$ cat config.mk
export PLATFORM = sky130hd
export DESIGN_NAME = signed_compact_index_codec
export DESIGN_NICKNAME = d
export VERILOG_FILES = /design/src/rtl/scix_pkg.sv /design/src/rtl/scix_front.sv /design/src/rtl/scix_queue.sv /design/src/rtl/scix_back.sv /design/src/rtl/signed_compact_index_codec.sv
export SDC_FILE = /design/constraint.sdc
export NUM_CORES = 1
export LEC_CHECK = 0
export BUFFER_PORTS_ARGS = -buffer_cell sky130_fd_sc_hd__buf_2
export CAP_MARGIN = 20
export CORE_ASPECT_RATIO = 1.25
export CORE_MARGIN = 4
export CORE_UTILIZATION = 50
export DETAILED_ROUTE_END_ITERATION = 10
export PLACE_DENSITY = 0.69
export SLEW_MARGIN = 5
export SYNTH_ARGS = -nofsm -noshare
export SYNTH_HDL_FRONTEND = slang
export SYNTH_HIERARCHICAL = 1
export SYNTH_SLANG_ARGS = --single-unit
$ cat constraint.sdc
create_clock -name clock -period 5.6 [get_ports clock]
set_clock_uncertainty 0.2 [all_clocks]
set_input_delay 0.28 -clock clock [delete_from_list [all_inputs] [get_ports clock]]
set_output_delay 0.28 -clock clock [all_outputs]
set_load 0.05 [all_outputs]
$ cat src/rtl/scix_pkg.sv
`default_nettype none

package scix_pkg;

   // Operation selector carried on the request tuser
   localparam logic OP_DECODE = 1'b0;
   localparam logic OP_ENCODE = 1'b1;

   localparam int MAX_BYTES = 5;

   localparam int BYTE_W  = 8;
   localparam int VALUE_W = 32;
   localparam int MAG_W   = 31;                 // magnitude bits of a value
   localparam int REM_W   = MAG_W - 6;          // magnitude left after the first byte
   localparam int POS_W   = 3;                  // bytes seen of the value in progress
   localparam int EXT_W   = 34;                 // seven bits shifted by up to 27

   localparam int REQ_TDATA_W = 40;             // in_byte, in_value
   localparam int RSP_TDATA_W = 40;             // out_byte, out_value
   localparam int RSP_TUSER_W = 3;

   // Response tuser bit positions
   localparam int USER_BYTE_VALID   = 0;
   localparam int USER_VALUE_VALID  = 1;
   localparam int USER_DECODE_ERROR = 2;

   // One classified request as it waits between the front and back
   typedef struct packed {
      logic              op;
      logic [BYTE_W-1:0] in_byte;
      logic              neg;
      logic [MAG_W-1:0]  mag;
   } item_type;

endpackage

`default_nettype wire

$ cat src/rtl/scix_front.sv
`default_nettype none

module scix_front
   import scix_pkg::*;
(
   input  wire logic                   req_tvalid,
   output logic                        req_tready,
   input  wire logic [REQ_TDATA_W-1:0] req_tdata,   // [7:0] in_byte, [39:8] in_value
   input  wire logic [0:0]             req_tuser,   // [0] op
   input  wire logic                   queue_full,
   output logic                        push,
   output item_type                    push_item
);

   logic [VALUE_W-1:0] value;
   logic [VALUE_W-1:0] negated;

   assign value   = req_tdata[REQ_TDATA_W-1:BYTE_W];
   assign negated = VALUE_W'(0) - value;

   assign req_tready = !queue_full;
   assign push       = req_tvalid && !queue_full;

   // Split sign and magnitude; the most negative value saturates
   always_comb begin
      push_item.op      = req_tuser[0];
      push_item.in_byte = req_tdata[BYTE_W-1:0];
      push_item.neg     = value[VALUE_W-1];
      if (!value[VALUE_W-1]) begin
         push_item.mag = value[MAG_W-1:0];
      end else if (negated[VALUE_W-1]) begin
         push_item.mag = {MAG_W{1'b1}};
      end else begin
         push_item.mag = negated[MAG_W-1:0];
      end
   end

endmodule

`default_nettype wire

$ cat src/rtl/scix_queue.sv
`default_nettype none

module scix_queue
   import scix_pkg::*;
#(
   parameter int DEPTH = 2
) (
   input  wire logic     clock,
   input  wire logic     reset,
   input  wire logic     push,
   input  wire item_type push_item,
   output logic          full,
   input  wire logic     pop,
   output logic          head_valid,
   output item_type      head_item
);

   localparam int PTR_W = (DEPTH > 1) ? $clog2(DEPTH) : 1;
   localparam int CNT_W = $clog2(DEPTH + 1);

   item_type             slots_ff [DEPTH];
   logic [PTR_W-1:0]     wr_ptr_ff, wr_ptr_in;
   logic [PTR_W-1:0]     rd_ptr_ff, rd_ptr_in;
   logic [CNT_W-1:0]     count_ff, count_in;

   assign full       = (count_ff == CNT_W'(DEPTH));
   assign head_valid = (count_ff != '0);
   assign head_item  = slots_ff[rd_ptr_ff];

   always_comb begin
      wr_ptr_in = wr_ptr_ff;
      rd_ptr_in = rd_ptr_ff;
      count_in  = count_ff;
      if (push) begin
         wr_ptr_in = (wr_ptr_ff == PTR_W'(DEPTH - 1)) ? '0 : wr_ptr_ff + PTR_W'(1);
      end
      if (pop) begin
         rd_ptr_in = (rd_ptr_ff == PTR_W'(DEPTH - 1)) ? '0 : rd_ptr_ff + PTR_W'(1);
      end
      if (push && !pop) begin
         count_in = count_ff + CNT_W'(1);
      end else if (pop && !push) begin
         count_in = count_ff - CNT_W'(1);
      end
   end

   always_ff @(posedge clock) begin
      if (reset) begin
         wr_ptr_ff <= '0;
         rd_ptr_ff <= '0;
         count_ff  <= '0;
      end else begin
         wr_ptr_ff <= wr_ptr_in;
         rd_ptr_ff <= rd_ptr_in;
         count_ff  <= count_in;
      end
   end

   always_ff @(posedge clock) begin
      if (push) begin
         slots_ff[wr_ptr_ff] <= push_item;
      end
   end

endmodule

`default_nettype wire

$ cat src/rtl/scix_back.sv
`default_nettype none

module scix_back
   import scix_pkg::*;
(
   input  wire logic                   clock,
   input  wire logic                   reset,
   input  wire logic                   head_valid,
   input  wire item_type               head_item,
   output logic                        pop,
   output logic                        rsp_tvalid,
   input  wire logic                   rsp_tready,
   output logic [RSP_TDATA_W-1:0]      rsp_tdata,   // [7:0] out_byte, [39:8] out_value
   output logic [RSP_TUSER_W-1:0]      rsp_tuser,   // [0] byte_valid, [1] value_valid,
                                                    // [2] decode_error
   output logic                        rsp_tlast
);

   typedef enum logic {
      ST_IDLE,
      ST_ENCODE
   } state_type;

   state_type                state_ff, state_in;
   logic [MAG_W-1:0]         acc_ff, acc_in;
   logic [POS_W-1:0]         pos_ff, pos_in;
   logic                     neg_ff, neg_in;
   logic [REM_W-1:0]         rem_ff, rem_in;
   logic                     rsp_valid_ff, rsp_valid_in;
   logic [RSP_TDATA_W-1:0]   rsp_data_ff, rsp_data_in;
   logic [RSP_TUSER_W-1:0]   rsp_user_ff, rsp_user_in;
   logic                     rsp_last_ff, rsp_last_in;

   logic                     out_free;
   logic [BYTE_W-1:0]        b;
   logic [EXT_W-1:0]         ext;
   logic [MAG_W-1:0]         mag_new;
   logic                     overflow;
   logic [VALUE_W-1:0]       value_pos;

   assign out_free = !rsp_valid_ff || rsp_tready;
   assign b        = head_item.in_byte;

   // Place the seven new magnitude bits of a continuation byte
   always_comb begin
      unique case (pos_ff)
         3'd1:    ext = EXT_W'(b[6:0]) << 6;
         3'd2:    ext = EXT_W'(b[6:0]) << 13;
         3'd3:    ext = EXT_W'(b[6:0]) << 20;
         default: ext = EXT_W'(b[6:0]) << 27;
      endcase
   end

   assign overflow = |ext[EXT_W-1:MAG_W];
   assign mag_new  = acc_ff | ext[MAG_W-1:0];

   always_comb begin
      logic             emit_value;
      logic             value_neg;
      logic [MAG_W-1:0] value_mag;

      emit_value = 1'b0;
      value_neg  = neg_ff;
      value_mag  = acc_ff;

      state_in     = state_ff;
      acc_in       = acc_ff;
      pos_in       = pos_ff;
      neg_in       = neg_ff;
      rem_in       = rem_ff;
      rsp_valid_in = rsp_valid_ff && !rsp_tready;
      rsp_data_in  = rsp_data_ff;
      rsp_user_in  = rsp_user_ff;
      rsp_last_in  = rsp_last_ff;
      pop          = 1'b0;

      unique case (state_ff)
         ST_IDLE: begin
            if (head_valid && out_free) begin
               pop = 1'b1;
               if (head_item.op == OP_ENCODE) begin
                  rsp_valid_in = 1'b1;
                  rsp_data_in  = RSP_TDATA_W'({head_item.neg,
                                               |head_item.mag[MAG_W-1:6],
                                               head_item.mag[5:0]});
                  rsp_user_in  = '0;
                  rsp_user_in[USER_BYTE_VALID] = 1'b1;
                  rsp_last_in  = (head_item.mag[MAG_W-1:6] == '0);
                  rem_in       = head_item.mag[MAG_W-1:6];
                  if (head_item.mag[MAG_W-1:6] != '0) begin
                     state_in = ST_ENCODE;
                  end
               end else if (pos_ff == '0) begin
                  if (b[6]) begin
                     neg_in = b[7];
                     acc_in = MAG_W'(b[5:0]);
                     pos_in = POS_W'(1);
                  end else begin
                     emit_value = 1'b1;
                     value_neg  = b[7];
                     value_mag  = MAG_W'(b[5:0]);
                  end
               end else if (pos_ff >= POS_W'(MAX_BYTES) || overflow) begin
                  // Too many bytes or magnitude past 31 bits: flag and restart
                  rsp_valid_in = 1'b1;
                  rsp_data_in  = '0;
                  rsp_user_in  = '0;
                  rsp_user_in[USER_DECODE_ERROR] = 1'b1;
                  rsp_last_in  = 1'b1;
                  acc_in       = '0;
                  pos_in       = '0;
                  neg_in       = 1'b0;
               end else if (b[7]) begin
                  acc_in = mag_new;
                  pos_in = pos_ff + POS_W'(1);
               end else begin
                  emit_value = 1'b1;
                  value_mag  = mag_new;
               end
            end
         end
         ST_ENCODE: begin
            if (out_free) begin
               rsp_valid_in = 1'b1;
               rsp_data_in  = RSP_TDATA_W'({|rem_ff[REM_W-1:7], rem_ff[6:0]});
               rsp_user_in  = '0;
               rsp_user_in[USER_BYTE_VALID] = 1'b1;
               rsp_last_in  = (rem_ff[REM_W-1:7] == '0);
               rem_in       = rem_ff >> 7;
               if (rem_ff[REM_W-1:7] == '0) begin
                  state_in = ST_IDLE;
               end
            end
         end
         default: state_in = ST_IDLE;
      endcase

      value_pos = {1'b0, value_mag};
      if (emit_value) begin
         rsp_valid_in = 1'b1;
         rsp_data_in  = {(value_neg ? VALUE_W'(0) - value_pos : value_pos),
                         {BYTE_W{1'b0}}};
         rsp_user_in  = '0;
         rsp_user_in[USER_VALUE_VALID] = 1'b1;
         rsp_last_in  = 1'b1;
         acc_in       = '0;
         pos_in       = '0;
         neg_in       = 1'b0;
      end
   end

   always_ff @(posedge clock) begin
      if (reset) begin
         state_ff     <= ST_IDLE;
         acc_ff       <= '0;
         pos_ff       <= '0;
         neg_ff       <= 1'b0;
         rsp_valid_ff <= 1'b0;
      end else begin
         state_ff     <= state_in;
         acc_ff       <= acc_in;
         pos_ff       <= pos_in;
         neg_ff       <= neg_in;
         rsp_valid_ff <= rsp_valid_in;
      end
      rem_ff      <= rem_in;
      rsp_data_ff <= rsp_data_in;
      rsp_user_ff <= rsp_user_in;
      rsp_last_ff <= rsp_last_in;
   end

   assign rsp_tvalid = rsp_valid_ff;
   assign rsp_tdata  = rsp_data_ff;
   assign rsp_tuser  = rsp_user_ff;
   assign rsp_tlast  = rsp_last_ff;

endmodule

`default_nettype wire

$ cat src/rtl/signed_compact_index_codec.sv
// Path: an accepted request is written into the queue, popped by the back engine, and its
// first response loaded into the output register that drives rsp_tvalid. Throughput:
// one decode byte per cycle when idle, one byte of an encode value (one to five) per
// cycle, while the single output register of the back engine is not held by a stall.
// Reset: synchronous, active high; empties the queue, drops any pending response and
// clears the decode in progress.
`default_nettype none

module signed_compact_index_codec
   import scix_pkg::*;
#(
   parameter int QUEUE_DEPTH = 2
) (
   input  wire logic                   clock,
   input  wire logic                   reset,
   input  wire logic                   req_tvalid,
   output logic                        req_tready,
   input  wire logic [REQ_TDATA_W-1:0] req_tdata,   // [7:0] in_byte, [39:8] in_value
   input  wire logic [0:0]             req_tuser,   // [0] op
   output logic                        rsp_tvalid,
   input  wire logic                   rsp_tready,
   output logic [RSP_TDATA_W-1:0]      rsp_tdata,   // [7:0] out_byte, [39:8] out_value
   output logic [RSP_TUSER_W-1:0]      rsp_tuser,   // [0] byte_valid, [1] value_valid,
                                                    // [2] decode_error
   output logic                        rsp_tlast
);

   // Front: take a request transfer whenever the queue has room, split sign
   // and magnitude for encode requests
   logic     queue_full;
   logic     push;
   item_type push_item;

   scix_front u_front (
      .req_tvalid (req_tvalid),
      .req_tready (req_tready),
      .req_tdata  (req_tdata),
      .req_tuser  (req_tuser),
      .queue_full (queue_full),
      .push       (push),
      .push_item  (push_item)
   );

   // Queue: decouple the front from the back so either side may stall
   logic     pop;
   logic     head_valid;
   item_type head_item;

   scix_queue #(
      .DEPTH (QUEUE_DEPTH)
   ) u_queue (
      .clock      (clock),
      .reset      (reset),
      .push       (push),
      .push_item  (push_item),
      .full       (queue_full),
      .pop        (pop),
      .head_valid (head_valid),
      .head_item  (head_item)
   );

   // Back: hold the decode accumulator, emit encoded bytes one per cycle while the
   // response register is free, and drive the response register
   scix_back u_back (
      .clock      (clock),
      .reset      (reset),
      .head_valid (head_valid),
      .head_item  (head_item),
      .pop        (pop),
      .rsp_tvalid (rsp_tvalid),
      .rsp_tready (rsp_tready),
      .rsp_tdata  (rsp_tdata),
      .rsp_tuser  (rsp_tuser),
      .rsp_tlast  (rsp_tlast)
   );

   // Every response is exactly one kind: a byte, a value or an error
   a_one_kind : assert property (@(posedge clock) disable iff (reset)
      rsp_tvalid |-> $onehot(rsp_tuser))
      else $error("response carries no kind or more than one");

   // Values and errors always close their request
   a_value_last : assert property (@(posedge clock) disable iff (reset)
      (rsp_tvalid && !rsp_tuser[USER_BYTE_VALID]) |-> rsp_tlast)
      else $error("value or error response without tlast");

   // A byte that is not the last one carries a continuation flag
   a_byte_cont : assert property (@(posedge clock) disable iff (reset)
      (rsp_tvalid && rsp_tuser[USER_BYTE_VALID] && !rsp_tlast)
         |-> (rsp_tdata[6] || rsp_tdata[7]))
      else $error("non-final encoded byte lacks continuation flag");

   // The queue only drains what it holds
   a_pop_valid : assert property (@(posedge clock) disable iff (reset)
      pop |-> head_valid)
      else $error("queue popped while empty");

endmodule

`default_nettype wire

==> summary.md <==
| Metric | Value |
|---|---|
| H-tree levels | 4 |
| Seq cells post-synth | 193 |
| Status | completed |
| Power Total | 5.80 mW |
| Drt initial violations | 554 |
| Minimum hold slack | 0.0178 ns |
| DR vias/cell | 5.76 |
| Min Tclk post-route | 4.50 ns |
| DRC errors left | 0 |
| Syn Std Cell Area | 9950 um2 |
| P&R area growth vs syn | 12.8% |
| Max Buffers Root-to-Sink | 2 |
| Leak Pwr | 3.88 nW |
| Synth Instances | 909 |
| Global route total overflow | 0 |
| Ports | 91 |
| Int Pwr | 3.43 mW |
| Top_reg_cell synth | edfxtp_1 |
| Pin count of the biggest net entering global routing | 42 |
| Max Clock Freq | 0.222 GHz |
| GP Congestion | 0.886 |
| Core Util, Final | 57.5% |
| Die height | 166 um |
| Power share of the combinational group | 40.7% |
| Initial antenna violation count | 0 |
| Vias in the first global route | 7217 |
| CP startpoint kind | register |
| Total power per unit cell area | 516 nW/um2 |
| Worst Hold Class | in2reg |
| Via count | 7202 |
| Post-Syn Nets | 963 |
| Avg WL per Cell | 17.7 um |
| Site Rows | 57 |
| Final period util | 80.3% |
| N_diodes | 0 |
| IO Port Bufs | 90 |
| Crit end category | register |
| VDD IR max | 248 uV |
| Final setup viols | 0 |
| PostCTS Resize Cnt | 0 |
| Worst-Skew Late Latency | 0.44 ns |
| RSZ-0062 raised after global routing | false |
| Switching pwr | 2.37 mW |
| Worst-path fanout max | 40 |
| Max Slew Vio Count | 0 |
| Die area | 22200 um2 |
| Share of flip-flops with an asynchronous set or reset | 0% |
| Worst rel slew slack | 29.6% |
| Hold Path Origin | req_tdata[33] |
| CTS tree | built |
| Gr usage total | 20.2% |
| Hold Path Cell Cnt | 3 |
| Die width | 134 um |
| Worst r2r path cells | 11 |
| Share of layout cells above drive strength 1 | 22.9% |
| Post-Route Setup TNS | 0 ns |
| Clock network fraction of total power | 21.4% |
| Syn Area/Cell | 10.9 um2 |
| Sequential fraction of the synthesis area | 52.8% |
| WP data arrival | 4.47 ns |
| Max-cap viol count | 0 |
| First-pass GRT wire length | 36.2 mm |
| Critical setup path kind | reg2reg |
| Flop pwr share | 37.9% |
| Core footprint | 19500 um2 |
| Worst-path clk slew | 0.07 ns |
| Sw Ratio | 40.8% |
| Synth cell types | 77 |
| Required @ worst endpoint | 5.57 ns |
| Hold Fails Final Rpt | 0 |
| TritonRoute pass-1 iters | 8 |
| Nets | 1027 |
| Slew at the pin closest to its max-slew limit | 1.05 ns |
| EDFF count, synth | 139 |
| Clock Root Buffer | clkbuf_16 |
| Post-route ant nets | 0 |
| Initial Util | 50.9% |
| DP HPWL | 15.7 mm |
| Routed Wire Length | 22.2 mm |
| # clock sinks | 193 |
| Syn. warnings | 6 |
| TritonCTS buffer count | 17 |
==> power groups by stage <==
stage | Sequential, mW | Combinational [mW] | Clock, mW
finish | 2.20 | 2.36 | 1.24
global route | 2.24 | 2.55 | 1.32
CTS | 2.20 | 2.37 | 1.26
detailed placement | 2.23 | 2.35 | 0
global placement | 2.22 | 2.33 | 0
floorplan | 2.80 | 1.23 | 0
==> worst max-delay path, stage by stage, from the launching register on <==
cell and delay, ns:
dfxtp_2 0.33, buf_4 0.43, mux2_1 0.63, nor4_4 0.62
mux2i_1 0.31, ha_1 0.27, nand4b_1 0.11, mux2i_1 0.30
and4_1 0.41, and3_1 0.23, o2bb2ai_1 0.06, or3_1 0.30
==> worst paths after layout <==
check                            end  slack (ns)
max             u_back/rsp_tdata[36]        1.10
max reg2reg     u_back/rsp_tdata[36]        1.10
min reg2reg      u_back/rsp_tuser[1]        0.26
min          u_queue/slots_ff[0][25]        0.02
==> placed cells by master (no fill, tap or decap), drive strengths merged, types with 4 or more instances in the layout <==
master	instances
a211oi	8
a21oi	62
a221oi	7
a22o	7
a22oi	18
a31oi	11
a41oi	4
and3	6
and4	5
buf	102
clkbuf	18
clkinv	4
dfxtp	54
dlygate4sd3	13
edfxtp	139
ha	9
inv	19
mux2	61
mux2i	10
nand2	62
nand2b	10
nand3	12
nand4	14
nor2	99
nor2b	13
nor3	34
nor4	19
o21a	5
o21ai	29
o31ai	13
o41ai	9
or2	5
or3	12
or4	10
or4b	4
xnor2	15
xor2	29
==> per-stage QoR <==
| stage | setup WS (ns) | std cells | instance area [um2] |
|---|---|---|---|
| global placement | 1.24 | 1206 | 10500 |
| finish | 1.10 | 1251 | 11200 |
| global route | 0.801 | 1251 | 11200 |
| detailed placement | 1.12 | 1206 | 10500 |
| floorplan | 1.37 | 909 | 9950 |
| CTS | 1.10 | 1251 | 11200 |
==> per-layer routing <==
| metal | part of all wire, % | GRT usage (%) | routed length (um) |
|---|---|---|---|
| met3 | 4.3 | 3.36 | 949 |
| met1 | 40 | 23.8 | 8870 |
| met4 | 2.9 | 8.33 | 646 |
| met5 | 0 | 0 | 0 |
| met2 | 53 | 36.2 | 11700 |
==> cell usage after synthesis (8+ instances only) <==
cell      number  area [um2]
nor4_1        13        81.3
dfxtp_1       54        1080
nand4_1       14        87.6
inv_1         12        45.0
buf_2          9        45.0
edfxtp_1     139        4170
a21oi_1       62         310
nor3_1        34         170
o41ai_1        8        70.1
nand3_1       12        60.1
o21ai_0       24         120
buf_4         14         105
nor2_1        99         372
mux2i_1        9        90.1
clkbuf_1      37         139
a22oi_1       15         113
nor2b_1       13        81.3
a31oi_1       11        68.8
mux2_2        58         653
ha_1           9         113
o31ai_1       12        90.1
nand2b_1      10        62.6
or3_1         12        75.1
xnor2_1       15         131
xor2_1        29         254
nand2_1       62         233
==> kinds of logic (layout without fill, tap and decap cells) <==
| kind of cell | count (synthesis) | after routing | share of synthesized area, % |
|---|---|---|---|
| AND/OR/NAND/NOR | 319 | 319 | 17.1 |
| flip-flops | 193 | 193 | 52.8 |
| AO/OA/AOI/OAI | 191 | 191 | 13.1 |
| buffers and inverters | 82 | 159 | 4.04 |
| multiplexers | 71 | 71 | 8.03 |
| XOR/XNOR | 44 | 44 | 3.87 |
| adder cells (fa/ha/maj) | 9 | 9 | 1.13 |
==> cell type report <==
class / count / area (um2)
timing repair buffer: 115 / 671
multi-input combinational: 634 / 4320
sequential: 193 / 5260
tap: 265 / 332
clock inverter: 14 / 173
inverter: 12 / 45.0
fill: 1690 / 8310
clock buffer: 18 / 429
==> registers in the layout, indices dropped and copies added (netlist names), named ones only <==
register and flops:
u_back/state_ff 1, u_queue/count_ff 2, u_back/neg_ff 1, u_back/acc_ff 31, u_back/rsp_tlast 1, u_queue/slots_ff 82
u_back/rem_ff 25, u_back/rsp_tdata 40, u_queue/rd_ptr_ff 1, u_back/rsp_tuser 3, u_back/rsp_tvalid 1, u_queue/wr_ptr_ff 1
u_back/pos_ff 3
==> timing repair <==
| action | 4_1_cts | 5_1_grt |
|---|---|---|
| hold buffers | 13 | 0 |
| endpoints found under the hold margin | 33 | 0 |
| setup buffers | 0 | 0 |
Note: power is estimated with default switching activity, not from simulation.
